$ cat src/design/i2cms_pkg.sv
package i2cms_pkg;

    // Bus step currently being held on SCL/SDA.
    typedef enum logic [3:0] {
        PH_IDLE    = 4'd0,
        PH_RESTART = 4'd1,
        PH_ST_SDA  = 4'd2,
        PH_ST_SCL  = 4'd3,
        PH_WB_SET  = 4'd4,
        PH_WB_HIGH = 4'd5,
        PH_WB_LOW  = 4'd6,
        PH_RB_HIGH = 4'd7,
        PH_RB_LOW  = 4'd8,
        PH_SP_A    = 4'd9,
        PH_SP_B    = 4'd10
    } phase_t;

    typedef enum logic [2:0] {
        OP_NONE        = 3'd0,
        OP_START_WRITE = 3'd1,
        OP_START_READ  = 3'd2,
        OP_WRITE       = 3'd3,
        OP_READ        = 3'd4,
        OP_STOP        = 3'd5
    } op_t;

    localparam int unsigned ADDR_W     = 3;
    localparam int unsigned DELAY_W    = 16;
    localparam int unsigned COUNT_W    = 16;
    localparam int unsigned BIT_IDX_W  = 4;
    localparam int unsigned IN_DATA_W  = 32;
    localparam int unsigned OUT_DATA_W = 32;

    localparam logic [ADDR_W-1:0]    REG_DELAY_TICKS = 3'd0;
    localparam logic [DELAY_W-1:0]   DELAY_RESET     = 16'd5;
    localparam logic [BIT_IDX_W-1:0] BITS_PER_BYTE   = 4'd8;
    localparam logic                 RW_READ         = 1'b1;
    localparam logic                 RW_WRITE        = 1'b0;

endpackage

$ cat src/design/i2c_master_bit_sequencer.sv
// Channel   | Direction | Handshake         | Content
// s_axis    | in        | tvalid/tready     | one bus tick: command (tuser) and operands (tdata)
// m_axis    | out       | tvalid/tready     | bus pin levels and status after that tick
// apb       | in        | psel/penable      | delay_ticks register at byte address 0
//
// Every accepted tick updates the sequencer state; its result is held in a
// single output register, so one tick can be accepted per cycle.
// The next tick is accepted while the held result is being taken, and input
// stalls only when the output register is full and not taken.
// Reset returns the bus to idle (SCL and SDA released) and delay_ticks to 5.
module i2c_master_bit_sequencer
(
    input  logic        clk,
    input  logic        rst_n,

    input  logic        s_tvalid,
    output logic        s_tready,
    input  logic [2:0]  s_tuser,   // [2:0] op
    // [6:0] target_address, [14:7] tx_byte, [30:15] read_count, [31] sda_in
    input  logic [31:0] s_tdata,

    output logic        m_tvalid,
    input  logic        m_tready,
    // [0] scl_out, [1] sda_release, [2] busy_res, [3] done_res, [4] ack_ok,
    // [12:5] rx_byte, [28:13] bytes_left, [29] bus_started, [31:30] zero
    output logic [31:0] m_tdata,

    input  logic        psel,
    input  logic        penable,
    input  logic        pwrite,
    input  logic [2:0]  paddr,
    input  logic [31:0] pwdata,
    output logic [31:0] prdata,
    output logic        pready
);

    logic [i2cms_pkg::DELAY_W-1:0] delay_ticks_reg;

    i2cms_pkg::phase_t                 phase_reg, phase_next;
    logic                              started_reg, started_next;
    logic [i2cms_pkg::COUNT_W-1:0]     remaining_reg, remaining_next;
    logic [7:0]                        shift_reg, shift_next;
    logic [i2cms_pkg::BIT_IDX_W-1:0]   bit_index_reg, bit_index_next;
    logic [i2cms_pkg::DELAY_W-1:0]     delay_count_reg, delay_count_next;
    i2cms_pkg::op_t                    active_op_reg, active_op_next;
    logic [i2cms_pkg::COUNT_W-1:0]     pending_reg, pending_next;
    logic                              ack_reg, ack_next;
    logic                              scl_reg, scl_next;
    logic                              sda_reg, sda_next;
    logic [7:0]                        rx_last_reg, rx_last_next;
    logic                              done_next;

    logic                              m_tvalid_reg;
    logic [i2cms_pkg::OUT_DATA_W-1:0]  m_tdata_reg;

    i2cms_pkg::op_t                    in_op;
    logic [6:0]                        in_addr;
    logic [7:0]                        in_txb;
    logic [i2cms_pkg::COUNT_W-1:0]     in_cnt;
    logic                              in_sda;
    logic                              accept;

    logic                              enter_en;
    i2cms_pkg::phase_t                 enter_ph;
    logic                              enter_bit;
    logic [i2cms_pkg::DELAY_W-1:0]     step_ticks;
    logic [2:0]                        bit_sel;

    assign in_op   = i2cms_pkg::op_t'(s_tuser);
    assign in_addr = s_tdata[6:0];
    assign in_txb  = s_tdata[14:7];
    assign in_cnt  = s_tdata[30:15];
    assign in_sda  = s_tdata[31];

    assign s_tready = !m_tvalid_reg || m_tready;
    assign accept   = s_tvalid && s_tready;
    assign m_tvalid = m_tvalid_reg;
    assign m_tdata  = m_tdata_reg;

    assign pready = 1'b1;
    assign prdata = (paddr == i2cms_pkg::REG_DELAY_TICKS) ?
                    {16'd0, delay_ticks_reg} : 32'd0;

    // A zero delay still holds each step for one tick.
    assign step_ticks = (delay_ticks_reg == '0) ? 16'd1 : delay_ticks_reg;

    always_ff @(posedge clk or negedge rst_n)
    begin
        if (!rst_n)
        begin
            delay_ticks_reg <= i2cms_pkg::DELAY_RESET;
        end
        else if (psel && penable && pwrite && pready &&
                 paddr == i2cms_pkg::REG_DELAY_TICKS)
        begin
            delay_ticks_reg <= pwdata[15:0];
        end
    end

    always_comb
    begin
        phase_next       = phase_reg;
        started_next     = started_reg;
        remaining_next   = remaining_reg;
        shift_next       = shift_reg;
        bit_index_next   = bit_index_reg;
        delay_count_next = delay_count_reg;
        active_op_next   = active_op_reg;
        pending_next     = pending_reg;
        ack_next         = ack_reg;
        scl_next         = scl_reg;
        sda_next         = sda_reg;
        rx_last_next     = rx_last_reg;
        done_next        = 1'b0;
        enter_en         = 1'b0;
        enter_ph         = i2cms_pkg::PH_IDLE;
        enter_bit        = 1'b0;
        bit_sel          = 3'd0;

        if (phase_reg == i2cms_pkg::PH_IDLE)
        begin
            case (in_op)
                i2cms_pkg::OP_START_WRITE,
                i2cms_pkg::OP_START_READ:
                begin
                    active_op_next = in_op;
                    bit_index_next = '0;
                    shift_next     = {in_addr, (in_op == i2cms_pkg::OP_START_READ) ?
                                      i2cms_pkg::RW_READ : i2cms_pkg::RW_WRITE};
                    pending_next   = in_cnt;
                    enter_en       = 1'b1;
                    enter_ph       = started_reg ? i2cms_pkg::PH_RESTART :
                                                   i2cms_pkg::PH_ST_SDA;
                end
                i2cms_pkg::OP_WRITE:
                begin
                    active_op_next = in_op;
                    bit_index_next = '0;
                    shift_next     = in_txb;
                    enter_en       = 1'b1;
                    enter_ph       = i2cms_pkg::PH_WB_SET;
                    enter_bit      = in_txb[7];
                end
                i2cms_pkg::OP_READ:
                begin
                    active_op_next = in_op;
                    bit_index_next = '0;
                    shift_next     = '0;
                    enter_en       = 1'b1;
                    enter_ph       = i2cms_pkg::PH_RB_HIGH;
                end
                i2cms_pkg::OP_STOP:
                begin
                    active_op_next = in_op;
                    bit_index_next = '0;
                    enter_en       = 1'b1;
                    enter_ph       = i2cms_pkg::PH_SP_A;
                end
                default:
                begin
                end
            endcase
        end
        else if (delay_count_reg > 16'd1)
        begin
            delay_count_next = delay_count_reg - 16'd1;
        end
        else
        begin
            delay_count_next = '0;
            case (phase_reg)
                i2cms_pkg::PH_RESTART:
                begin
                    enter_en = 1'b1;
                    enter_ph = i2cms_pkg::PH_ST_SDA;
                end
                i2cms_pkg::PH_ST_SDA:
                begin
                    enter_en = 1'b1;
                    enter_ph = i2cms_pkg::PH_ST_SCL;
                end
                i2cms_pkg::PH_ST_SCL:
                begin
                    started_next   = 1'b1;
                    bit_index_next = '0;
                    enter_en       = 1'b1;
                    enter_ph       = i2cms_pkg::PH_WB_SET;
                    enter_bit      = shift_reg[7];
                end
                i2cms_pkg::PH_WB_SET:
                begin
                    enter_en = 1'b1;
                    enter_ph = i2cms_pkg::PH_WB_HIGH;
                end
                i2cms_pkg::PH_WB_HIGH:
                begin
                    enter_en = 1'b1;
                    enter_ph = i2cms_pkg::PH_WB_LOW;
                end
                i2cms_pkg::PH_WB_LOW:
                begin
                    if (active_op_reg == i2cms_pkg::OP_READ)
                    begin
                        // This was the ACK/NACK slot after a received byte.
                        if (sda_reg)
                        begin
                            remaining_next = '0;
                            enter_en       = 1'b1;
                            enter_ph       = i2cms_pkg::PH_SP_A;
                        end
                        else
                        begin
                            remaining_next = remaining_reg - 16'd1;
                            done_next      = 1'b1;
                        end
                    end
                    else
                    begin
                        bit_index_next = bit_index_reg + 4'd1;
                        bit_sel        = 3'd7 - bit_index_next[2:0];
                        enter_en       = 1'b1;
                        if (bit_index_next < i2cms_pkg::BITS_PER_BYTE)
                        begin
                            enter_ph  = i2cms_pkg::PH_WB_SET;
                            enter_bit = shift_reg[bit_sel];
                        end
                        else
                        begin
                            enter_ph = i2cms_pkg::PH_RB_HIGH;
                        end
                    end
                end
                i2cms_pkg::PH_RB_HIGH:
                begin
                    enter_en = 1'b1;
                    enter_ph = i2cms_pkg::PH_RB_LOW;
                end
                i2cms_pkg::PH_RB_LOW:
                begin
                    if (active_op_reg == i2cms_pkg::OP_READ)
                    begin
                        bit_index_next = bit_index_reg + 4'd1;
                        enter_en       = 1'b1;
                        if (bit_index_next < i2cms_pkg::BITS_PER_BYTE)
                        begin
                            enter_ph = i2cms_pkg::PH_RB_HIGH;
                        end
                        else
                        begin
                            // NACK the last byte, ACK all others.
                            rx_last_next = shift_reg;
                            enter_ph     = i2cms_pkg::PH_WB_SET;
                            enter_bit    = (remaining_reg > 16'd1) ? 1'b0 : 1'b1;
                        end
                    end
                    else
                    begin
                        if (active_op_reg == i2cms_pkg::OP_START_READ)
                        begin
                            remaining_next = ack_reg ? pending_reg : '0;
                        end
                        done_next = 1'b1;
                    end
                end
                i2cms_pkg::PH_SP_A:
                begin
                    enter_en = 1'b1;
                    enter_ph = i2cms_pkg::PH_SP_B;
                end
                i2cms_pkg::PH_SP_B:
                begin
                    started_next = 1'b0;
                    done_next    = 1'b1;
                end
                default:
                begin
                    done_next = 1'b1;
                end
            endcase
        end

        if (enter_en)
        begin
            phase_next       = enter_ph;
            delay_count_next = step_ticks;
            case (enter_ph)
                i2cms_pkg::PH_RESTART:
                begin
                    sda_next = 1'b1;
                    scl_next = 1'b1;
                end
                i2cms_pkg::PH_ST_SDA:  sda_next = 1'b0;
                i2cms_pkg::PH_ST_SCL:  scl_next = 1'b0;
                i2cms_pkg::PH_WB_SET:  sda_next = enter_bit;
                i2cms_pkg::PH_WB_HIGH: scl_next = 1'b1;
                i2cms_pkg::PH_WB_LOW:  scl_next = 1'b0;
                i2cms_pkg::PH_RB_HIGH:
                begin
                    sda_next = 1'b1;
                    scl_next = 1'b1;
                    // Data bits go into the shift register; otherwise this is an ACK slot.
                    if (active_op_next == i2cms_pkg::OP_READ &&
                        bit_index_next < i2cms_pkg::BITS_PER_BYTE)
                    begin
                        shift_next = {shift_next[6:0], in_sda};
                    end
                    else
                    begin
                        ack_next = !in_sda;
                    end
                end
                i2cms_pkg::PH_RB_LOW:  scl_next = 1'b0;
                i2cms_pkg::PH_SP_A:
                begin
                    sda_next = 1'b0;
                    scl_next = 1'b1;
                end
                i2cms_pkg::PH_SP_B:    sda_next = 1'b1;
                default:
                begin
                end
            endcase
        end

        if (done_next)
        begin
            phase_next       = i2cms_pkg::PH_IDLE;
            delay_count_next = '0;
        end
    end

    always_ff @(posedge clk or negedge rst_n)
    begin
        if (!rst_n)
        begin
            phase_reg       <= i2cms_pkg::PH_IDLE;
            started_reg     <= 1'b0;
            remaining_reg   <= '0;
            shift_reg       <= '0;
            bit_index_reg   <= '0;
            delay_count_reg <= '0;
            active_op_reg   <= i2cms_pkg::OP_NONE;
            pending_reg     <= '0;
            ack_reg         <= 1'b0;
            scl_reg         <= 1'b1;
            sda_reg         <= 1'b1;
            rx_last_reg     <= '0;
        end
        else if (accept)
        begin
            phase_reg       <= phase_next;
            started_reg     <= started_next;
            remaining_reg   <= remaining_next;
            shift_reg       <= shift_next;
            bit_index_reg   <= bit_index_next;
            delay_count_reg <= delay_count_next;
            active_op_reg   <= active_op_next;
            pending_reg     <= pending_next;
            ack_reg         <= ack_next;
            scl_reg         <= scl_next;
            sda_reg         <= sda_next;
            rx_last_reg     <= rx_last_next;
        end
    end

    always_ff @(posedge clk or negedge rst_n)
    begin
        if (!rst_n)
        begin
            m_tvalid_reg <= 1'b0;
        end
        else if (accept)
        begin
            m_tvalid_reg <= 1'b1;
        end
        else if (m_tready)
        begin
            m_tvalid_reg <= 1'b0;
        end
    end

    always_ff @(posedge clk)
    begin
        if (accept)
        begin
            m_tdata_reg <= {2'b00,
                            started_next,
                            remaining_next,
                            rx_last_next,
                            ack_next,
                            done_next,
                            (phase_next != i2cms_pkg::PH_IDLE),
                            sda_next,
                            scl_next};
        end
    end

endmodule
$ cat config.mk
export PLATFORM = sky130hd
export DESIGN_NAME = i2c_master_bit_sequencer
export DESIGN_NICKNAME = d
export VERILOG_FILES = /design/src/design/i2cms_pkg.sv /design/src/design/i2c_master_bit_sequencer.sv
export SDC_FILE = /design/constraint.sdc
export NUM_CORES = 1
export LEC_CHECK = 0
export BUFFER_PORTS_ARGS = -buffer_cell sky130_fd_sc_hd__buf_2
export CAP_MARGIN = 10
export CORE_AREA = 2 2 118 120
export DETAILED_ROUTE_END_ITERATION = 16
export DIE_AREA = 0 0 120 122
export PLACE_DENSITY = 0.85
export SETUP_SLACK_MARGIN = 0.05
export SKIP_CTS_REPAIR_TIMING = 1
export SLEW_MARGIN = 10
export SYNTH_ARGS = -nofsm -noshare
export SYNTH_HDL_FRONTEND = slang
export SYNTH_SLANG_ARGS = --single-unit
$ cat constraint.sdc
create_clock -name clk -period 4.1 [get_ports clk]
set_input_delay 0.205 -clock clk [delete_from_list [all_inputs] [get_ports clk]]
set_output_delay 0.205 -clock clk [all_outputs]
set_load 0.02 [all_outputs]
Word-level counts from Yosys, hierarchy flattened
Cells that the tools add are included.
{ "op_classes": {"add_sub_neg": 4, "magnitude_cmp": 5, "n_eq_ne": 29, "muxes": 81, "reduce_logical": 22} }
{ "op_table": {"columns": ["operator", "n"], "rows": [
  ["two-way mux 16 bit", 13],
  ["two-way mux 8 bit", 9],
  ["two-way mux 4 bit", 11],
  ["case mux 4 bit (9 select lines)", 1],
  ["equality test 4 x 3 -> 1 bit, second input constant", 8],
  ["greater-than comparator 16 x 1 -> 1 bit, second input constant", 2],
  ["case mux 16 bit (2 select lines)", 1],
  ["subtractor 16 x 1 -> 16 bit, second input constant", 2],
  ["two-way mux 1 bit", 30],
  ["equality test 4 bit, second input constant", 6],
  ["case mux 8 bit (3 select lines)", 1],
  ["equality test 4 x 2 -> 1 bit, second input constant", 4],
  ["zero test 16 bit", 1],
  ["case mux 4 bit (4 select lines)", 1],
  ["equality test 3 bit, second input constant", 4],
  ["case mux 1 bit (3 select lines)", 4],
  ["case mux 4 bit (3 select lines)", 1],
  ["equality test 3 x 2 -> 1 bit, second input constant", 3],
  ["two-way mux 3 bit", 3],
  ["equality test 4 x 1 -> 1 bit, second input constant", 2],
  ["< comparator 4 bit, second input constant", 2],
  ["OR reduction 7 bit", 1],
  ["two-way mux 2 bit", 3],
  ["OR reduction 3 bit", 2],
  ["other kinds (19)", 26]
]} }
{ "totals": {"register_bits": 126, "output_inout_bits": 67, "elab_cells": 156} }

Depth between registers and ports, before layout
{ "logic_depth": {"word_depth": 11, "mapped_depth": 12, "depth_no_buf": 10} }

Worst setup path before layout
Ideal clock, no wire load.
{ "synth_timing": {"path_type": "register -> register", "startpoint": "reg delay_count_reg[4] (netlist bit)", "endpoint": "reg m_tdata_reg (netlist bit m_tdata[13]), data pin", "setup_ns": 0.261, "t_arrival_ns": 2.516, "t_required_ns": 3.839, "setup_slack_ns": 1.324, "path_stages_with_launch": 9, "n_path_buf": 2, "period_less_slack_ns": 2.776, "cell_sequence": "dfrtp_1 -> or4_1 -> buf_2 -> or4_4 -> nor2_2 -> buf_4 -> nand3_4 -> or3_1 -> a22o_1"} }
{ "synth_between": {"elab_chain_len": 3} }
{ "synth_rtl": {"columns": ["item", "line_no", "source"], "rows": [
  ["start, declared", "i2c_master_bit_sequencer.sv:44", "logic [i2cms_pkg::DELAY_W-1:0] delay_count_reg, delay_count_next;"],
  ["start signal, assigned", "i2c_master_bit_sequencer.sv:356", "delay_count_reg <= delay_count_next;"],
  ["greater-than comparator 16 x 1 -> 1 bit", "i2c_master_bit_sequencer.sv:164", "else if (delay_count_reg > 16'd1)"],
  ["two-way mux 16 bit", "i2c_master_bit_sequencer.sv:164", null],
  ["two-way mux 16 bit", "i2c_master_bit_sequencer.sv:120", "if (phase_reg == i2cms_pkg::PH_IDLE)"],
  ["net remaining_next (one bit)", "i2c_master_bit_sequencer.sv:41", "logic [i2cms_pkg::COUNT_W-1:0] remaining_reg, remaining_next;"],
  ["end signal, assigned", "i2c_master_bit_sequencer.sv:386", "m_tdata_reg <= {2'b00,"],
  ["end, declared", "i2c_master_bit_sequencer.sv:54", "logic [i2cms_pkg::OUT_DATA_W-1:0] m_tdata_reg;"]
]} }
The timed path passes the listed nets, and every way through them passes these cells.
A chain may end at the register's enable or synchronous reset.

Worst setup path in the final report
{ "layout_timing": {"startpoint": "reg delay_count_reg[4] (netlist bit)", "endpoint": "reg phase_reg[1]"} }
{ "layout_between": {"elab_cells_between_ends": 9, "classes_between": "order compare (1); mux (8)"} }
{ "layout_lines": {"columns": ["item", "line_no", "source"], "rows": [
  ["greater-than comparator 16 x 1 -> 1 bit", "i2c_master_bit_sequencer.sv:164", null],
  ["two-way mux 1 bit", "i2c_master_bit_sequencer.sv:164", null],
  ["two-way mux 1 bit", "i2c_master_bit_sequencer.sv:120", null],
  ["net done_next", "i2c_master_bit_sequencer.sv:51", "logic done_next;"],
  ["two-way mux 4 bit", "i2c_master_bit_sequencer.sv:325", "if (done_next)"],
  ["end signal, assigned", "i2c_master_bit_sequencer.sv:336", "phase_reg <= i2cms_pkg::PH_IDLE;"],
  ["end signal, assigned", "i2c_master_bit_sequencer.sv:351", "phase_reg <= phase_next;"],
  ["end, declared", "i2c_master_bit_sequencer.sv:39", "i2cms_pkg::phase_t phase_reg, phase_next;"]
]} }
The timed path passes the listed nets, and every way through them passes these cells.

==> reports/metrics.yaml <==
status: "finished with violations"
violations: "negative hold slack"
synth_cell_type_count: 82
gp_congestion: 0.8601
num_vias: 6218
drtPass1Iterations: 6
cp.depth: 7
synth_edf_count: 30
ios: 144
clockBufferDepth: 2
rr_startpoint: "delay_count_reg[4]"
grt_max_degree: 54
fin_tns_setup_ns: 0
hold_viol: 1
async_flop_share_pct: 76.19
yosys.area.top_type: "dfrtp_1"
setup_viol: 0
cpMostUsedCell: "nor2_2"
wl_per_cell_um: 16.54
fmax_mhz: 288.0
hold_path_end: "m_tvalid"
fillers: 1113
grt_overflow: 0
fin_nets: 935
grt_usage_pct: 24.86
drive_above_1_share_pct: 25.98
tightest_slew_ns: 0.8823
relSlewSlack_pct: 40.64
clock_skew_ns: 0.008918
synth_seq_cells: 126
clockRootBuffer: "clkbuf_16"
yosysMostFrequentCell: "nand2_1"
clk_latency_ns: 0.43
path_clk_slew_ns: 0.05
syn_avg_cell_area_um2: 9.518
period_needed_ns: 3.472
synth_seq_area_share_pct: 45.55
dpl.hpwl_um: 11590
grt_pass1_vias: 5882
cp.arrival_ns: 3.78
start_util_pct: 53.78
die_h_um: 122
slew_viol_final: 0
fin_hold_ws_ns: -0.004870
drtIter0Drc: 690
yosys-top-cells-count: "nand2_1 (102), dfrtp_1 (92), o21ai_0 (75)"
final_util_pct: 62.77
die_area_um2: 14640
crit_buf_inv: 0
start_kind: "register"
r2r-end: "phase_reg[1]"
min_period_over_period_pct: 84.69
row_count: 43
io_buffer_count: 108
wirelength_um: 17300
area_growth_pct: 16.73
core_area_um2: 13500
yosys_warnings: 0
cts-htree-levels: 4
setup_slack_ns: 0.6276
cts_buffers: 17
ir_worst_vdd_uv: 334.3
crit_type: "register to register"
endpoint_kind: "register"
synthFlopType: "dfrtp_1"
maxCapViolations: 0
antenna_cells: 0
r2r_slack_ns: 0.63
syn_inst: 763
reg2reg_depth: 7
hp-class: "primary input to register"
grt_pass1_wl_um: 28810
clock-sinks: 126
synth.top_cell.area_share_pct: 31.70
antenna_found_initial: 0
dpl_worst_slack_ns: 0.6511
rsz0062_at_grt: "no"
largest_reg_flops: 30
drc: 0
synth.area.top_cells: "dfrtp_1 (32%), edfxtp_1 (12%), mux2_2 (7.4%), nand2_1 (5.3%), o21ai_0 (5.2%)"
crit_fanout: 11
cp_cell_sequence: "or4_1, or4_4, nor2_2, nand2_1, nor2_2, o21ai_0, a32o_1"
antenna_left: 0
required_ns: 4.41
netlist_area_um2: 7262
critical_path.max_stage_delay_ns: 0.64
cp_slowest_cell: "or4_1"
finalPower_mw: 5.078
power_leakage_nw: 3.663
cts_tree: "done"
die-width_um: 120
cellPowerDensity_nw_per_um2: 599.0
hold_depth: 2
critPathTopFamily: "simple AND/OR/NAND/NOR gates"
hp-start: "s_tvalid"
viasPerCell: 5.945
per-layer routing:
layer / wire [µm] / part of all wire, % / global-route usage [%] / vias up
li1: - / - / - / 2958
met1: 7296 / 42 / 32.49 / 2955
met2: 8318 / 48 / 39.88 / 266
met3: 1344 / 7.8 / 6.788 / 39
met4: 338 / 2.0 / 9.044 / 0
met5: 0 / 0 / 0 / -
worst max-delay path by stage:
| stage | startpoint | to | slack (ns) |
|---|---|---|---|
| finish | delay_count_reg[4] | phase_reg[1] | 0.63 |
| detailed placement | delay_count_reg[4] | phase_reg[1] | 0.65 |
| global route | delay_count_reg[4] | phase_reg[1] | 0.38 |
| global placement | delay_count_reg[4] | phase_reg[1] | 0.74 |
| floorplan | delay_count_reg[4] | m_tdata[13] | 1.32 |
| CTS | delay_count_reg[4] | phase_reg[1] | 0.63 |
stage by stage:
step	cell area (µm²)	std cells
after floorplan	7326	780
after global placement	7829	1011
after detailed placement	7829	1011
after CTS	8447	1043
after global routing	8477	1046
final	8477	1046
cell families (layout without fill, tap and decap cells):
logic type,count (synthesis),in the layout,synth area share (%)
compound gates,214,214,19.14
xor+xnor,7,7,0.8443
fa+ha+maj,5,5,0.8615
buf+inv,81,167,5.462
flops,126,126,45.55
mux,52,52,8.339
other cells,2,19,0.1034
simple gates,276,276,19.69
worst register-to-register path, cell delays in order (launching register included):
cell	delay [ns]
dfrtp_1	0.43
or4_1	0.64
or4_4	0.58
nor2_2	0.46
nand2_1	0.40
nor2_2	0.29
o21ai_0	0.25
a32o_1	0.31
layout by cell type (no fill, tap or decap), types with 7 or more instances in the layout:
master / n
nor2_1: 52
nor4_1: 8
clkbuf_16: 19
nand2b_1: 8
buf_2: 107
o21ai_0: 75
dfrtp_1: 92
mux2_2: 48
nand2_1: 102
and3_1: 8
nor3_1: 22
and2_1: 18
buf_4: 12
edfxtp_1: 30
a22o_1: 12
nor2b_1: 7
conb_1: 19
a21oi_1: 39
a22oi_1: 23
inv_1: 12
power breakdown:
group / switching [mW] / internal, mW
combinational: 0.963 / 0.639
sequential: 0.342 / 1.60
clock: 0.546 / 0.986
area by class of cell:
class / count / area (µm²) / area share (%)
clock buffer: 25 / 548.0 / 6.465
clock inverter: 7 / 70.07 / 0.8266
inverter: 13 / 48.80 / 0.5756
multi-input combinational: 573 / 3621 / 42.72
sequential: 126 / 3308 / 39.03
tap: 180 / 225.2 / 2.657
timing repair buffer: 122 / 655.6 / 7.734
No activity file was read; power rests on OpenSTA's default activity.
